`config.mk`:
```
export PLATFORM = sky130hd
export DESIGN_NAME = tbvs_ctrl
export DESIGN_NICKNAME = d
export VERILOG_FILES = /design/src/rtl/core/tbvs_pkg.sv /design/src/rtl/core/tbvs_ctrl.sv
export SDC_FILE = /design/constraint.sdc
export NUM_CORES = 1
export LEC_CHECK = 0
export BUFFER_PORTS_ARGS = -buffer_cell sky130_fd_sc_hd__buf_2
export CAP_MARGIN = 20
export CORE_ASPECT_RATIO = 0.9
export CORE_MARGIN = 2
export CORE_UTILIZATION = 26
export CTS_CLUSTER_DIAMETER = 30
export DETAILED_ROUTE_END_ITERATION = 8
export GPL_TIMING_DRIVEN = 0
export RECOVER_POWER = 25
export REMOVE_ABC_BUFFERS = 1
export SLEW_MARGIN = 0
export SYNTH_ARGS = -nofsm -noshare
export SYNTH_HDL_FRONTEND = slang
export SYNTH_SLANG_ARGS = --single-unit
```
`constraint.sdc`:
```
create_clock -name clk_i -period 2.8 [get_ports clk_i]
set_input_delay 0.42 -clock clk_i [delete_from_list [all_inputs] [get_ports clk_i]]
set_output_delay 0.42 -clock clk_i [all_outputs]
set_load 0.05 [all_outputs]
```
`src/rtl/core/tbvs_pkg.sv`:
```
// Shared types, constants and helpers for the two-body Verlet step unit.
// Used by the controller, the datapath and the top level. No dependencies.
package tbvs_pkg;

  localparam int unsigned FRAC_BITS_DEF = 16;
  localparam int unsigned POS_W = 32;
  localparam int unsigned MASS_W = 31;
  localparam int unsigned CNT_W = 20;
  localparam int unsigned WIDE_W = 68;
  localparam int unsigned IN_DATA_W = 128;
  localparam int unsigned OUT_DATA_W = 152;

  localparam logic [MASS_W-1:0] MASS_ONE_RST = 31'd65536;
  localparam logic [MASS_W-1:0] MASS_TWO_RST = 31'd131072;
  localparam logic [POS_W-1:0] TIME_STEP_RST = 32'd655;
  localparam logic [CNT_W-1:0] STEP_LIMIT_RST = 20'd9999;

  // configuration register indexes
  localparam logic [1:0] REG_MASS_ONE = 2'd0;
  localparam logic [1:0] REG_MASS_TWO = 2'd1;
  localparam logic [1:0] REG_TIME_STEP = 2'd2;
  localparam logic [1:0] REG_STEP_LIMIT = 2'd3;

  // input operation codes
  localparam logic OPER_LOAD = 1'b0;
  localparam logic OPER_STEP = 1'b1;

  typedef enum logic [4:0] {
    ST_IDLE, ST_CHK, ST_COLL, ST_SQ1, ST_SQ2, ST_ROOT_GO, ST_ROOT,
    ST_U_GO, ST_U, ST_MASS, ST_ALOAD, ST_PP, ST_MD_GO, ST_MD,
    ST_VH, ST_PRIME, ST_ADV, ST_EMIT
  } state_e;

  typedef enum logic [4:0] {
    OP_NONE, OP_LOAD, OP_DIFF, OP_COLL, OP_SQ0, OP_SQ1, OP_SQ2, OP_SQRT,
    OP_UDIV, OP_USTORE, OP_MASS, OP_ALOAD, OP_PP, OP_MDIV, OP_XSTORE,
    OP_XCAP, OP_VH, OP_PRIME, OP_ADV, OP_EMIT
  } dp_op_e;

  typedef struct packed {
    dp_op_e     op;
    logic [1:0] idx;
    logic [2:0] pp;
  } cmd_t;

  typedef struct packed {
    logic run_done;
    logic coincide;
    logic primed;
    logic sqrt_busy;
    logic div_busy;
    logic cap;
    logic out_free;
  } stat_t;

  function automatic logic signed [POS_W-1:0] sat32(input logic signed [WIDE_W-1:0] v);
    logic signed [WIDE_W-1:0] hi;
    logic signed [WIDE_W-1:0] lo;
    hi = 68'sd2147483647;
    lo = -68'sd2147483648;
    if (v > hi) begin
      return 32'sh7fffffff;
    end else if (v < lo) begin
      return 32'sh80000000;
    end
    return v[POS_W-1:0];
  endfunction

endpackage

```
`src/rtl/core/tbvs_ctrl.sv`:
```
// Controller state machine: sequences one load or one time step through the
// datapath by command words. Depends on tbvs_pkg.
module tbvs_ctrl (
  input  logic            clk_i,
  input  logic            rst_ni,
  input  logic            in_valid_i,
  input  logic            in_oper_i,
  output logic            in_ready_o,
  input  tbvs_pkg::stat_t stat_i,
  output tbvs_pkg::cmd_t  cmd_o
);
  import tbvs_pkg::*;

  state_e     state_q, state_d;
  logic [1:0] idx_q, idx_d;
  logic [2:0] pp_q, pp_d;

  always_ff @(posedge clk_i or negedge rst_ni) begin
    if (!rst_ni) begin
      state_q <= ST_IDLE;
      idx_q   <= '0;
      pp_q    <= '0;
    end else begin
      state_q <= state_d;
      idx_q   <= idx_d;
      pp_q    <= pp_d;
    end
  end

  always_comb begin
    state_d    = state_q;
    idx_d      = idx_q;
    pp_d       = pp_q;
    in_ready_o = 1'b0;
    cmd_o      = '{op: OP_NONE, idx: idx_q, pp: pp_q};
    case (state_q)
      ST_IDLE: begin
        in_ready_o = 1'b1;
        if (in_valid_i) begin
          if (in_oper_i == OPER_LOAD) begin
            cmd_o.op = OP_LOAD;
          end else if (!stat_i.run_done) begin
            cmd_o.op = OP_DIFF;
            state_d  = ST_CHK;
          end
        end
      end
      ST_CHK: begin
        if (stat_i.coincide) begin
          state_d = ST_COLL;
        end else begin
          cmd_o.op = OP_SQ0;
          state_d  = ST_SQ1;
        end
      end
      ST_COLL: begin
        if (stat_i.out_free) begin
          cmd_o.op = OP_COLL;
          state_d  = ST_IDLE;
        end
      end
      ST_SQ1: begin
        cmd_o.op = OP_SQ1;
        state_d  = ST_SQ2;
      end
      ST_SQ2: begin
        cmd_o.op = OP_SQ2;
        state_d  = ST_ROOT_GO;
      end
      ST_ROOT_GO: begin
        cmd_o.op = OP_SQRT;
        state_d  = ST_ROOT;
      end
      ST_ROOT: begin
        if (!stat_i.sqrt_busy) begin
          idx_d   = 2'd0;
          state_d = ST_U_GO;
        end
      end
      ST_U_GO: begin
        cmd_o.op = OP_UDIV;
        state_d  = ST_U;
      end
      ST_U: begin
        if (!stat_i.div_busy) begin
          cmd_o.op = OP_USTORE;
          if (idx_q[0]) begin
            idx_d   = 2'd0;
            state_d = ST_MASS;
          end else begin
            idx_d   = 2'd1;
            state_d = ST_U_GO;
          end
        end
      end
      ST_MASS: begin
        cmd_o.op = OP_MASS;
        state_d  = ST_ALOAD;
      end
      ST_ALOAD: begin
        cmd_o.op = OP_ALOAD;
        pp_d     = 3'd0;
        state_d  = ST_PP;
      end
      // four partial products, each added in the cycle after its product
      ST_PP: begin
        cmd_o.op = OP_PP;
        if (pp_q == 3'd4) begin
          state_d = ST_MD_GO;
        end else begin
          pp_d = pp_q + 3'd1;
        end
      end
      ST_MD_GO: begin
        if (stat_i.cap) begin
          cmd_o.op = OP_XCAP;
          idx_d    = idx_q + 2'd1;
          if (idx_q == 2'd3) begin
            state_d = stat_i.primed ? ST_ADV : ST_VH;
          end else begin
            state_d = ST_MASS;
          end
        end else begin
          cmd_o.op = OP_MDIV;
          state_d  = ST_MD;
        end
      end
      ST_MD: begin
        if (!stat_i.div_busy) begin
          cmd_o.op = OP_XSTORE;
          idx_d    = idx_q + 2'd1;
          if (idx_q == 2'd3) begin
            state_d = stat_i.primed ? ST_ADV : ST_VH;
          end else begin
            state_d = ST_MASS;
          end
        end
      end
      ST_VH: begin
        cmd_o.op = OP_VH;
        state_d  = ST_PRIME;
      end
      ST_PRIME: begin
        cmd_o.op = OP_PRIME;
        idx_d    = idx_q + 2'd1;
        state_d  = (idx_q == 2'd3) ? ST_ADV : ST_VH;
      end
      ST_ADV: begin
        cmd_o.op = OP_ADV;
        idx_d    = idx_q + 2'd1;
        if (idx_q == 2'd3) begin
          state_d = ST_EMIT;
        end
      end
      ST_EMIT: begin
        if (stat_i.out_free) begin
          cmd_o.op = OP_EMIT;
          state_d  = ST_IDLE;
        end
      end
      default: state_d = ST_IDLE;
    endcase
  end

endmodule

```
== Word-level counts from Yosys, hierarchy flattened ==
Cells that the tools add are included.

* Register bits: 10
* Latch bits: 0
* Memory bits (writable): 0
* Memory bits (read-only): 0
* Output and inout port bits: 11
* Word-level logic and storage cells: 78
* Memories: 0

* Add/sub/neg operators: 2
* Multipliers: 0
* Divide/modulo/power cells: 0
* Order comparisons: 0
* Equal/unequal tests: 30
* Shift-type cells: 0
* Muxes and demuxes: 35
* Bitwise gates (word level): 0
* Reduce and logical (&&, ||, !) cells: 8

{| class="wikitable"
|+ Operator list
! cell !! count
|-
| 5-bit case mux with 17 select lines || 2
|-
| 5-bit two-way mux || 14
|-
| 5-bit by 4-bit equality test with 1-bit output (second input constant) || 8
|-
| 5-bit by 3-bit equality test with 1-bit output (second input constant) || 4
|-
| 2-bit != test (second input constant) || 10
|-
| 2-bit two-way mux || 9
|-
| 4-bit two-way mux || 3
|-
| 5-bit by 2-bit equality test with 1-bit output (second input constant) || 2
|-
| 5-bit equality test (second input constant) || 2
|-
| 2-bit case mux with 5 select lines || 1
|-
| 9-bit AND reduction || 1
|-
| 3-bit two-way mux || 2
|-
| 3-bit case mux with 2 select lines || 1
|-
| 5-bit by 1-bit equality test with 1-bit output (second input constant) || 1
|-
| 5-bit zero test || 1
|-
| 5-bit AND reduction || 1
|-
| 5-bit nonzero test || 1
|-
| 2-bit OR reduction || 2
|-
| 3-bit by 1-bit adder with 3-bit output (second input constant) || 1
|-
| 3-bit equality test (second input constant) || 1
|-
| 1-bit two-way mux || 3
|-
| 2-bit by 1-bit adder with 2-bit output (second input constant) || 1
|-
| 2-bit equality test (second input constant) || 1
|-
| 2-bit by 1-bit != test with 1-bit output (second input constant) || 1
|-
| 2 further kinds || 2
|}

== Longest topological paths before layout ==
Gate-level depths: netlist (run 1).

* Depth in word-level cells: 4
* Depth in mapped cells: 8
* Depth with buffers taken out: 7

== Worst setup path after synthesis (run 1) ==
OpenSTA, ideal clock, no wires.

* Path kind: reg-to-output
* From: register state_q[0]
* To: output cmd_o[5] in the netlist's numbering
* Arrival: 2.255 ns
* Data required time: 2.380 ns
* Setup slack: 0.125 ns
* Cell stages (with the launch flop): 8
* Path buffers: 4
* Cells stage by stage: dfrtp_1 -> buf_4 -> buf_6 -> buf_2 -> buf_2 -> xor2_1 -> a22oi_1 -> o21ai_0

{| class="wikitable"
|+ RTL lines
! element !! RTL line !! text
|-
| start, declared || tbvs_ctrl.sv:14 || <nowiki>state_e state_q, state_d;</nowiki>
|-
| start signal, assigned || tbvs_ctrl.sv:24 || <nowiki>state_q <= state_d;</nowiki>
|-
| end, declared || tbvs_ctrl.sv:10 || <nowiki>output tbvs_pkg::cmd_t cmd_o</nowiki>
|}

==> results.toml, run 1 <==
[clock_tree]
cts_setup_buffers = 0
cts_buffers = 3
htreeDepth = 1
cts.sinks = 10
clockBufferDepth = 2
clkLatencyLatePin_ns = 0.24
cts_tree = "done"
clk_pin_slew_worst_paths_ns = 0.05
clockRootBuffer = "clkbuf_8"

[floorplan]
die_w_um = 77.4
ios = 22
die_y_um = 70.1
core-area_sq_um = 4740
rows = 24
start_util_pct = 26.6
die_area_sq_um = 5420

[sta]
final_max_slew_viol_count = 0
rsz0062_at_grt = "no"
final_hold_viol_count = 0
fin_crit_ns = 2.56
worst_slew_pin_slew_ns = 0.817
setup_slack_ns = 0.241
period_share_pct = 91.4
setup_viol = 0
clock_skew_ns = 0.00260
fmaxAchievable_mhz = 391
maxSlewHeadroom_pct = 45.5
tns_ns = 0

[grt]
antenna_found_initial = 0
use_met1_pct = 18.9
grtUsageMet2_pct = 19.4
grt_pass1_wl_mm = 5.64
grt-ovfl-total = 0
grt_pass1_vias = 1134
grt_start_max_net_pins = 36
gr-usage-all-layers_pct = 12.7
groute.layer.met3.usage_pct = 2.84
grt.busiest_layer = "met2"

[finish]
design_area_sq_um = 1440
drive_gt1_share_pct = 24.3
layout_commonest_cell = "buf_2"
post-route-util_pct = 30.4
area_delta_synth_final_pct = 14.2
diodes = 0
layout.nets = 184
final_cell_mix = "buf_2, nand2_1, o21ai_0, nor2_1, dfrtp_1"

[placement]
io_buffers = 21
place.gp.congestion = 0.794
place_ws_ns = 0.298
placed_cell_area_sq_um = 1350
dp.final_hpwl_mm = 2.32

[power_and_ir_drop]
power_mw = 1.98
p_per_area_nw_per_um2 = 1370
irDropWorstVdd_mv = 0.775
leakagePower_nw = 0.585

[routing]
drc = 0
wire_per_inst_um = 14.2
postRouteAntennaNets = 0
totalWireLength_mm = 3.31
firstDrtPassIters = 4
drt_iter0_drc = 55
viasPerCell = 5.22
num_vias = 1221

[synth]
ys_seq_elements = 10
avgSynthCellArea_sq_um = 8.03
yosysWarnings = 0
ys_types = 58
syn_area_sq_um = 1260
async_flop_share_pct = 100
syn_inst = 157
synth-edff-count = 0
yosys.area.top_type = "dfrtp_1"
yosys_most_used_dff = "dfrtp_1"
synth.area.top_cells = "dfrtp_1, nand2_1, o21ai_0, buf_6, nor2_1"
ys_seq_area_share_pct = 19.8
yosys.area.top_type_share_pct = 19.8

[run_status]
status = "finished, final reports clean"

[setup_path]
crit_arrival_ns = 2.14
crit_type = "flip-flop to output pin"
cp-start-kind = "flip-flop"
timing.rr.start = "state_q[2]$_DFFE_PN0P_"
endpoint_kind = "output pin"
rrSetupSlack_ns = 0.48
critical_path_required_ns = 2.38
cp_max_fo = 27
rr_endpoint = "state_q[4]$_DFFE_PN0P_"
worst-r2r-cell-count = 5

[flow_run]
cap_viol_max_count = 0

[min_path]
hold_class = "input pin to async pin"
through the flow:
| stage | hold WS (ns) | std cells |
|---|---|---|
| final | 0.151 | 234 |
| after global routing | 0.200 | 234 |
| after CTS | 0.0448 | 233 |
| after detailed placement | 0.301 | 229 |
| after global placement | 0.294 | 229 |
| after floorplan | 0.124 | 143 |
worst max-delay path, stage by stage (launching register included):
cell,delay [ns]
dfrtp_1,0.87
inv_1,0.23
a311o_1,0.37
a21oi_1,0.14
buf_2,0.29
routing by layer:
layer | part of all wire [%] | vias to the layer above
met2 | 48 | 28
met4 | 0 | 0
met3 | 4.2 | 0
met5 | 0 | -
li1 | - | 612
met1 | 47 | 581
report_power, final:
part / internal [mW] / leakage [nW] / switching, mW
registers: 0.208 / 0.126 / 0.203
clock network: 0.124 / 0.0288 / 0.0591
logic: 0.539 / 0.430 / 0.848
logic make-up after synthesis:
logic type                 after synthesis  share of synthesized area (%)
DFF                                     10                           19.8
xor gates and xnor gates                 3                           2.08
and+or+nand+nor                         66                           29.4
AOI/OAI and AO/OA                       49                           30.5
muxes                                    6                           5.75
buffers and inverters                   20                           9.52
adders and majority gates                3                           2.98
worst max path at each step:
stage                                 startpoint  cells past startpoint                     end
after CTS                 state_q[3]$_DFFE_PN0P_                      5                cmd_o[5]
after global placement    state_q[0]$_DFFE_PN0P_                      5  state_q[0]$_DFFE_PN0P_
after detailed placement  state_q[0]$_DFFE_PN0P_                      5  state_q[4]$_DFFE_PN0P_
after global routing      state_q[2]$_DFFE_PN0P_                      4                cmd_o[7]
final                     state_q[2]$_DFFE_PN0P_                      4                cmd_o[7]
after floorplan           state_q[0]$_DFFE_PN0P_                      4                cmd_o[5]
Yosys cell counts, drive strengths merged, types with 2 or more instances:
cell type / instances
nor2b: 4
dfrtp: 10
a221oi: 2
mux2: 4
mux2i: 2
a21o: 2
o32a: 2
nand2: 17
a22oi: 3
a32oi: 2
buf: 13
o21ai: 12
nor2: 11
nand3b: 2
nand2b: 6
and2: 3
inv: 6
o22ai: 2
nor3: 5
ha: 3
o2111ai: 2
nor4: 2
nand3: 6
a31oi: 4
nor4bb: 2
a21oi: 7
xor2: 2
registers in the layout, indices dropped and copies added (netlist names):
signal   cells
state_q      5
pp_q         3
idx_q        2
layout make-up:
type / instances / area (sq um)
inverter: 6 / 22.5
sequential: 10 / 253
timing repair buffer: 22 / 131
tap: 65 / 81.3
clock buffer: 4 / 55.1
fill: 535 / 3300
multi-input combinational: 127 / 897
what timing repair did:
action | CTS | global route
endpoints found under the setup margin | 0 | 2
resized for setup | 0 | 3
hold buffers | 0 | 0
No activity file was read; power rests on OpenSTA's default activity.
==> run 2: changes to the inputs <==
--- a/config.mk
+++ b/config.mk
@@ -7,7 +7,6 @@
 export LEC_CHECK = 0
 export BUFFER_PORTS_ARGS = -buffer_cell sky130_fd_sc_hd__buf_2
 export CAP_MARGIN = 20
-export CORE_ASPECT_RATIO = 0.9
 export CORE_MARGIN = 2
 export CORE_UTILIZATION = 26
 export CTS_CLUSTER_DIAMETER = 30
==> run 2 against run 1 <==
  * Combinational power decreased by 3%
  * Utilization decreased by 0.25 points
  * Register-to-register slack about the same
  * Largest cell class unchanged
==> results.toml, run 2 (synthesis results as in run 1) <==
[grt]
grt_pass1_wl_mm = 5.09
grt_start_max_net_pins = 36
grt_pass1_vias = 1101
antenna_found_initial = 0
grt-ovfl-total = 0
gr-usage-all-layers_pct = 11.9

[routing]
drt_iter0_drc = 77
viasPerCell = 5.56
drc = 0
postRouteAntennaNets = 0
num_vias = 1234
totalWireLength_mm = 3.08
wire_per_inst_um = 13.9
firstDrtPassIters = 4

[finish]
drive_gt1_share_pct = 23.8
top_register = "state_q"
multi_input_area_sq_um = 897
layout.nets = 184
design_area_sq_um = 1410
fillers = 515
largest_reg_flops = 5
seqCellArea_sq_um = 253
area_delta_synth_final_pct = 12.0
final_cell_mix = "buf_2, nand2_1, o21ai_0, nor2_1, dfrtp_1"
top_regs = "state_q x5, pp_q x3, idx_q x2"
layout_commonest_cell = "buf_2"
stdcell_count = 222
diodes = 0

[clock_tree]
cts_tree = "done"
clockRootBuffer = "clkbuf_8"
cts_resized = 0
htreeDepth = 1
clkLatencyLatePin_ns = 0.23
hold_buffers = 0
cts.sinks = 10
clk_pin_slew_worst_paths_ns = 0.05
clockBufferDepth = 2
cts_setup_buffers = 0
cts_buffers = 3

[sta]
final_max_slew_viol_count = 0
fmaxAchievable_mhz = 391
maxSlewHeadroom_pct = 44.1
setup_viol = 0
rsz0062_at_grt = "no"
period_share_pct = 91.4
tns_ns = 0
fin_crit_ns = 2.56
final_hold_viol_count = 0
timing.hold.ws_ns = 0.141
clock_skew_ns = 0.00525
worst_slew_pin_slew_ns = 0.839

[setup_path]
cp_max_fo = 27
crit_type = "flip-flop to output pin"
path_cells = "inv_1 > a311o_1 > a21oi_1 > buf_2"
worst-r2r-cell-count = 5
max_stage_delay_ns = 0.88
endpoint_kind = "output pin"
crit_arrival_ns = 2.14
rr_endpoint = "state_q[0]$_DFFE_PN0P_"
rrSetupSlack_ns = 0.47
cp-start-kind = "flip-flop"
critical_path_required_ns = 2.38
critPathSlowestCell = "dfrtp_1"
timing.rr.start = "state_q[2]$_DFFE_PN0P_"

[power_and_ir_drop]
power_frac_seq_pct = 22.4
power_frac_clock_pct = 7.4
combPwrFrac_pct = 70.2
swShare_pct = 56.3
power.switching_mw = 1.08
power_mw = 1.92
irDropWorstVdd_mv = 0.409
leakagePower_nw = 0.577
p_per_area_nw_per_um2 = 1360
power.internal_uw = 839

[floorplan]
die_w_um = 73.6
rows = 25
start_util_pct = 26.9
die_y_um = 73.6
ios = 22
die_area_sq_um = 5420
core-area_sq_um = 4690

[placement]
dp.final_hpwl_mm = 2.22
place_inst = 218
placed_cell_area_sq_um = 1340
place.gp.congestion = 0.752
io_buffers = 21

[run_status]
status = "finished, final reports clean"

[min_path]
hold_class = "input pin to async pin"

[flow_run]
cap_viol_max_count = 0
==> run 2: cell types whose count changed in the layout (fill, tap and decap cells not counted) <==
cell,previous run,this run
clkbuf_8,4,3
==> run 2: area by class of cell <==
cell class	count	share of cell area, %
flip-flops and latches	10	17.9
clock buffers	3	2.92
inverters	6	1.59
well taps	54	4.78
repair buffers	22	9.30
multi-input cells	127	63.5
==> run 2: power groups by stage <==
stage | clock network [mW] | logic (mW) | registers [mW]
after global placement | 0 | 1.26 | 0.470
after global routing | 0.156 | 1.47 | 0.458
after CTS | 0.146 | 1.27 | 0.463
after floorplan | 0 | 0.947 | 0.490
after detailed placement | 0 | 1.27 | 0.465
final | 0.142 | 1.35 | 0.431
==> run 2: layer usage <==
metal | vias to the layer above | GRT usage, % | share of wire [%]
li1 | 612 | - | -
met1 | 593 | 16.8 | 45
met2 | 29 | 19.1 | 49
met3 | 0 | 2.47 | 5.6
met4 | 0 | 1.62 | 0
met5 | - | 0 | 0
==> run 2: worst max-delay path by stage <==
stage,startpoint,endpoint,slack (ns),cells after the start
detailed placement,state_q[0]$_DFFE_PN0P_,state_q[0]$_DFFE_PN0P_,0.25,5
global placement,state_q[0]$_DFFE_PN0P_,state_q[0]$_DFFE_PN0P_,0.24,5
CTS,state_q[4]$_DFFE_PN0P_,cmd_o[5],0.06,5
global route,state_q[2]$_DFFE_PN0P_,cmd_o[7],0.06,4
finish,state_q[2]$_DFFE_PN0P_,cmd_o[7],0.24,4
floorplan,state_q[0]$_DFFE_PN0P_,cmd_o[5],0.14,4
==> run 2: worst max-delay path: cells and delay by family, from the launching register on <==
family	cells	cell delay, ns
AO/OA/AOI/OAI	2	0.51
buffers and inverters	2	0.52
flip-flops	1	0.88
==> run 2: stage by stage <==
step           setup WS [ns]  utilization (%)
2_1_floorplan          0.141                -
3_3_place_gp           0.236             28.5
3_5_place_dp           0.254             28.5
4_1_cts               0.0615             29.4
5_1_grt               0.0597             30.1
6_report               0.241             30.1
==> run 3: changes to the inputs <==
--- a/config.mk
+++ b/config.mk
@@ -5,12 +5,14 @@
 export SDC_FILE = /design/constraint.sdc
 export NUM_CORES = 1
 export LEC_CHECK = 0
+export ABC_AREA = 1
 export BUFFER_PORTS_ARGS = -buffer_cell sky130_fd_sc_hd__buf_2
 export CAP_MARGIN = 20
 export CORE_MARGIN = 2
 export CORE_UTILIZATION = 26
 export CTS_CLUSTER_DIAMETER = 30
 export DETAILED_ROUTE_END_ITERATION = 8
+export GPL_ROUTABILITY_DRIVEN = 0
 export GPL_TIMING_DRIVEN = 0
 export RECOVER_POWER = 25
 export REMOVE_ABC_BUFFERS = 1
==> run 3 against run 2 <==
  * Maximum frequency rose by 12%
  * Synthesized cell count rose by 26%
  * Register-to-register slack improved by 0.68 ns
  * Critical path depth grew 4
  * Largest power group unchanged
  * Synthesized area shrank 5.3%
  * Cell count increased by 23%
  * Clock skew down 0.0042 ns
==> results.toml, run 3 <==
[clock_tree]
clkLatencyLatePin_ns = 0.23
clk_pin_slew_worst_paths_ns = 0.04
cts.sinks = 10
htreeDepth = 1
cts_setup_buffers = 0
hold_buffers = 0
cts_buffers = 3
clockRootBuffer = "clkbuf_8"
cts_resized = 0
cts_tree = "done"
clockBufferDepth = 2

[floorplan]
ios = 22
rows = 24
die_y_um = 71.8
start_util_pct = 27.3
die_w_um = 71.8
core-area_sq_um = 4380
die_area_sq_um = 5150

[finish]
layout_commonest_cell = "nand2_1"
largest_reg_flops = 5
stdcell_count = 272
fillers = 496
top_register = "state_q"
drive_gt1_share_pct = 25.0
diodes = 0
area_delta_synth_final_pct = 15.7
final_cell_mix = "nand2_1, nor2_1, inv_1, nand3_1, buf_2"
layout.nets = 236
post-route-util_pct = 31.5
top_regs = "state_q x5, pp_q x3, idx_q x2"
design_area_sq_um = 1380

[synth]
async_flop_share_pct = 100
yosys.area.top_type = "dfrtp_1"
ys_seq_elements = 10
synth-edff-count = 0
avgSynthCellArea_sq_um = 6.03
ys_types = 25
syn_area_sq_um = 1190
syn_inst = 198
yosysMostFrequentCell = "nand2_1"
yosys.area.top_type_share_pct = 20.9
yosysWarnings = 0
yosys_most_used_dff = "dfrtp_1"
yosys-top-cells-count = "nand2_1, nor2_1, inv_1"
synth.area.top_cells = "dfrtp_1, nand2_1, nand3_1, nor2_1, inv_1"
ys_seq_area_share_pct = 20.9

[sta]
maxSlewHeadroom_pct = 63.1
period_share_pct = 81.6
fin_crit_ns = 2.28
tns_ns = 0
setup_viol = 0
fmaxAchievable_mhz = 438
clock_skew_ns = 0.00104
setup_slack_ns = 0.516
worst_slew_pin_slew_ns = 0.553
final_max_slew_viol_count = 0
timing.hold.ws_ns = 0.150
rsz0062_at_grt = "no"
final_hold_viol_count = 0

[grt]
gr-usage-all-layers_pct = 13.5
grtUsageMet2_pct = 20.9
grt.busiest_layer = "met2"
antenna_found_initial = 0
use_met1_pct = 18.9
groute.layer.met3.usage_pct = 3.23
grt_pass1_vias = 1200
grt_start_max_net_pins = 11
grt_pass1_wl_mm = 5.49
grt-ovfl-total = 0

[power_and_ir_drop]
swShare_pct = 62.0
power.switching_uw = 981
combPwrFrac_pct = 73.0
power_mw = 1.58
leakagePower_nw = 0.811
power_frac_seq_pct = 17.9
power.internal_uw = 602
p_per_area_nw_per_um2 = 1150
irDropWorstVdd_mv = 0.626
power_frac_clock_pct = 9.0

[routing]
totalWireLength_mm = 3.20
wire_per_inst_um = 11.8
firstDrtPassIters = 4
drc = 0
postRouteAntennaNets = 0
viasPerCell = 4.72
drt_iter0_drc = 167
num_vias = 1285

[setup_path]
critical_path_required_ns = 2.38
cp-start-kind = "flip-flop"
crit_type = "flip-flop to output pin"
cp_max_fo = 9
endpoint_kind = "output pin"
crit_arrival_ns = 1.86

[placement]
placed_cell_area_sq_um = 1340
place_inst = 269
place_ws_ns = 0.745
dp.final_hpwl_mm = 2.73
io_buffers = 21

[flow_run]
cap_viol_max_count = 0

[run_status]
status = "finished, final reports clean"

[min_path]
hold_class = "input pin to async pin"
==> run 3: cell count changes after synthesis, moves of 5 or more <==
cell | before | now
nand3_1 | 6 | 21
nor2_2 | 0 | 7
o21ai_0 | 12 | 7
inv_2 | 0 | 5
buf_2 | 6 | 0
inv_1 | 6 | 22
nand4_1 | 1 | 6
a21oi_1 | 7 | 2
nand2b_1 | 5 | 0
nor2_1 | 11 | 23
nand2_1 | 17 | 62
nor2_4 | 0 | 5
nand2_2 | 0 | 7
==> run 3: path summary, 6_finish.rpt <==
path / from / to / cells past startpoint / slack, ns
max in group asynchronous: rst_ni / state_q[2]$_DFFE_PN0P_ / 1 / 2.29
min reg2reg: idx_q[1]$_DFFE_PN0P_ / idx_q[1]$_DFFE_PN0P_ / 2 / 0.51
max reg2reg: state_q[3]$_DFFE_PN0P_ / idx_q[0]$_DFFE_PN0P_ / 8 / 1.15
min in group clk_i: idx_q[1]$_DFFE_PN0P_ / idx_q[1]$_DFFE_PN0P_ / 2 / 0.51
min: rst_ni / pp_q[1]$_DFFE_PN0P_ / 1 / 0.15
max: state_q[4]$_DFFE_PN0P_ / cmd_o[5] / 8 / 0.52
==> run 3: critical path: stages (launching register included) <==
cell and delay, ns:
dfrtp_1 0.53, inv_8 0.14, nand2_1 0.08, nor2_2 0.25, nand3_1 0.14, nand3_1 0.10, a21oi_1 0.05, nand4_1 0.07
buf_2 0.27
==> run 3: logic make-up (layout without fill, tap and decap cells) <==
family / count (synthesis) / in the layout / share of synthesized area (%)
AO/OA/AOI/OAI: 13 / 13 / 5.97
flip-flops: 10 / 10 / 20.9
XOR/XNOR: 1 / 1 / 0.733
adder cells (fa/ha/maj): 3 / 3 / 3.14
AND/OR/NAND/NOR: 141 / 141 / 57.9
buffers and inverters: 30 / 52 / 11.3
==> run 3: power by group through the flow <==
stage	logic [mW]	clock network (mW)	registers, mW
after floorplan	0.850	0	0.341
final	1.16	0.143	0.284
after global placement	1.16	0	0.286
after CTS	1.16	0.150	0.284
after detailed placement	1.16	0	0.285
after global routing	1.29	0.158	0.291
==> run 3: area by class of cell <==
| cell class | count | area (sq um) | area share [%] |
|---|---|---|---|
| clock buffers | 3 | 41.3 | 2.99 |
| inverters | 28 | 113 | 8.14 |
| multi-input cells | 158 | 810 | 58.6 |
| flip-flops and latches | 10 | 250 | 18.1 |
| well taps | 52 | 65.1 | 4.71 |
| repair buffers | 21 | 104 | 7.51 |
==> run 3: per-layer routing <==
| layer | wire length [um] | share of wire, % | vias to the layer above |
|---|---|---|---|
| met3 | 190 | 5.9 | 6 |
| met5 | 0 | 0 | - |
| met2 | 1400 | 44 | 42 |
| met4 | 44 | 1.4 | 0 |
| li1 | - | - | 678 |
| met1 | 1570 | 49 | 559 |
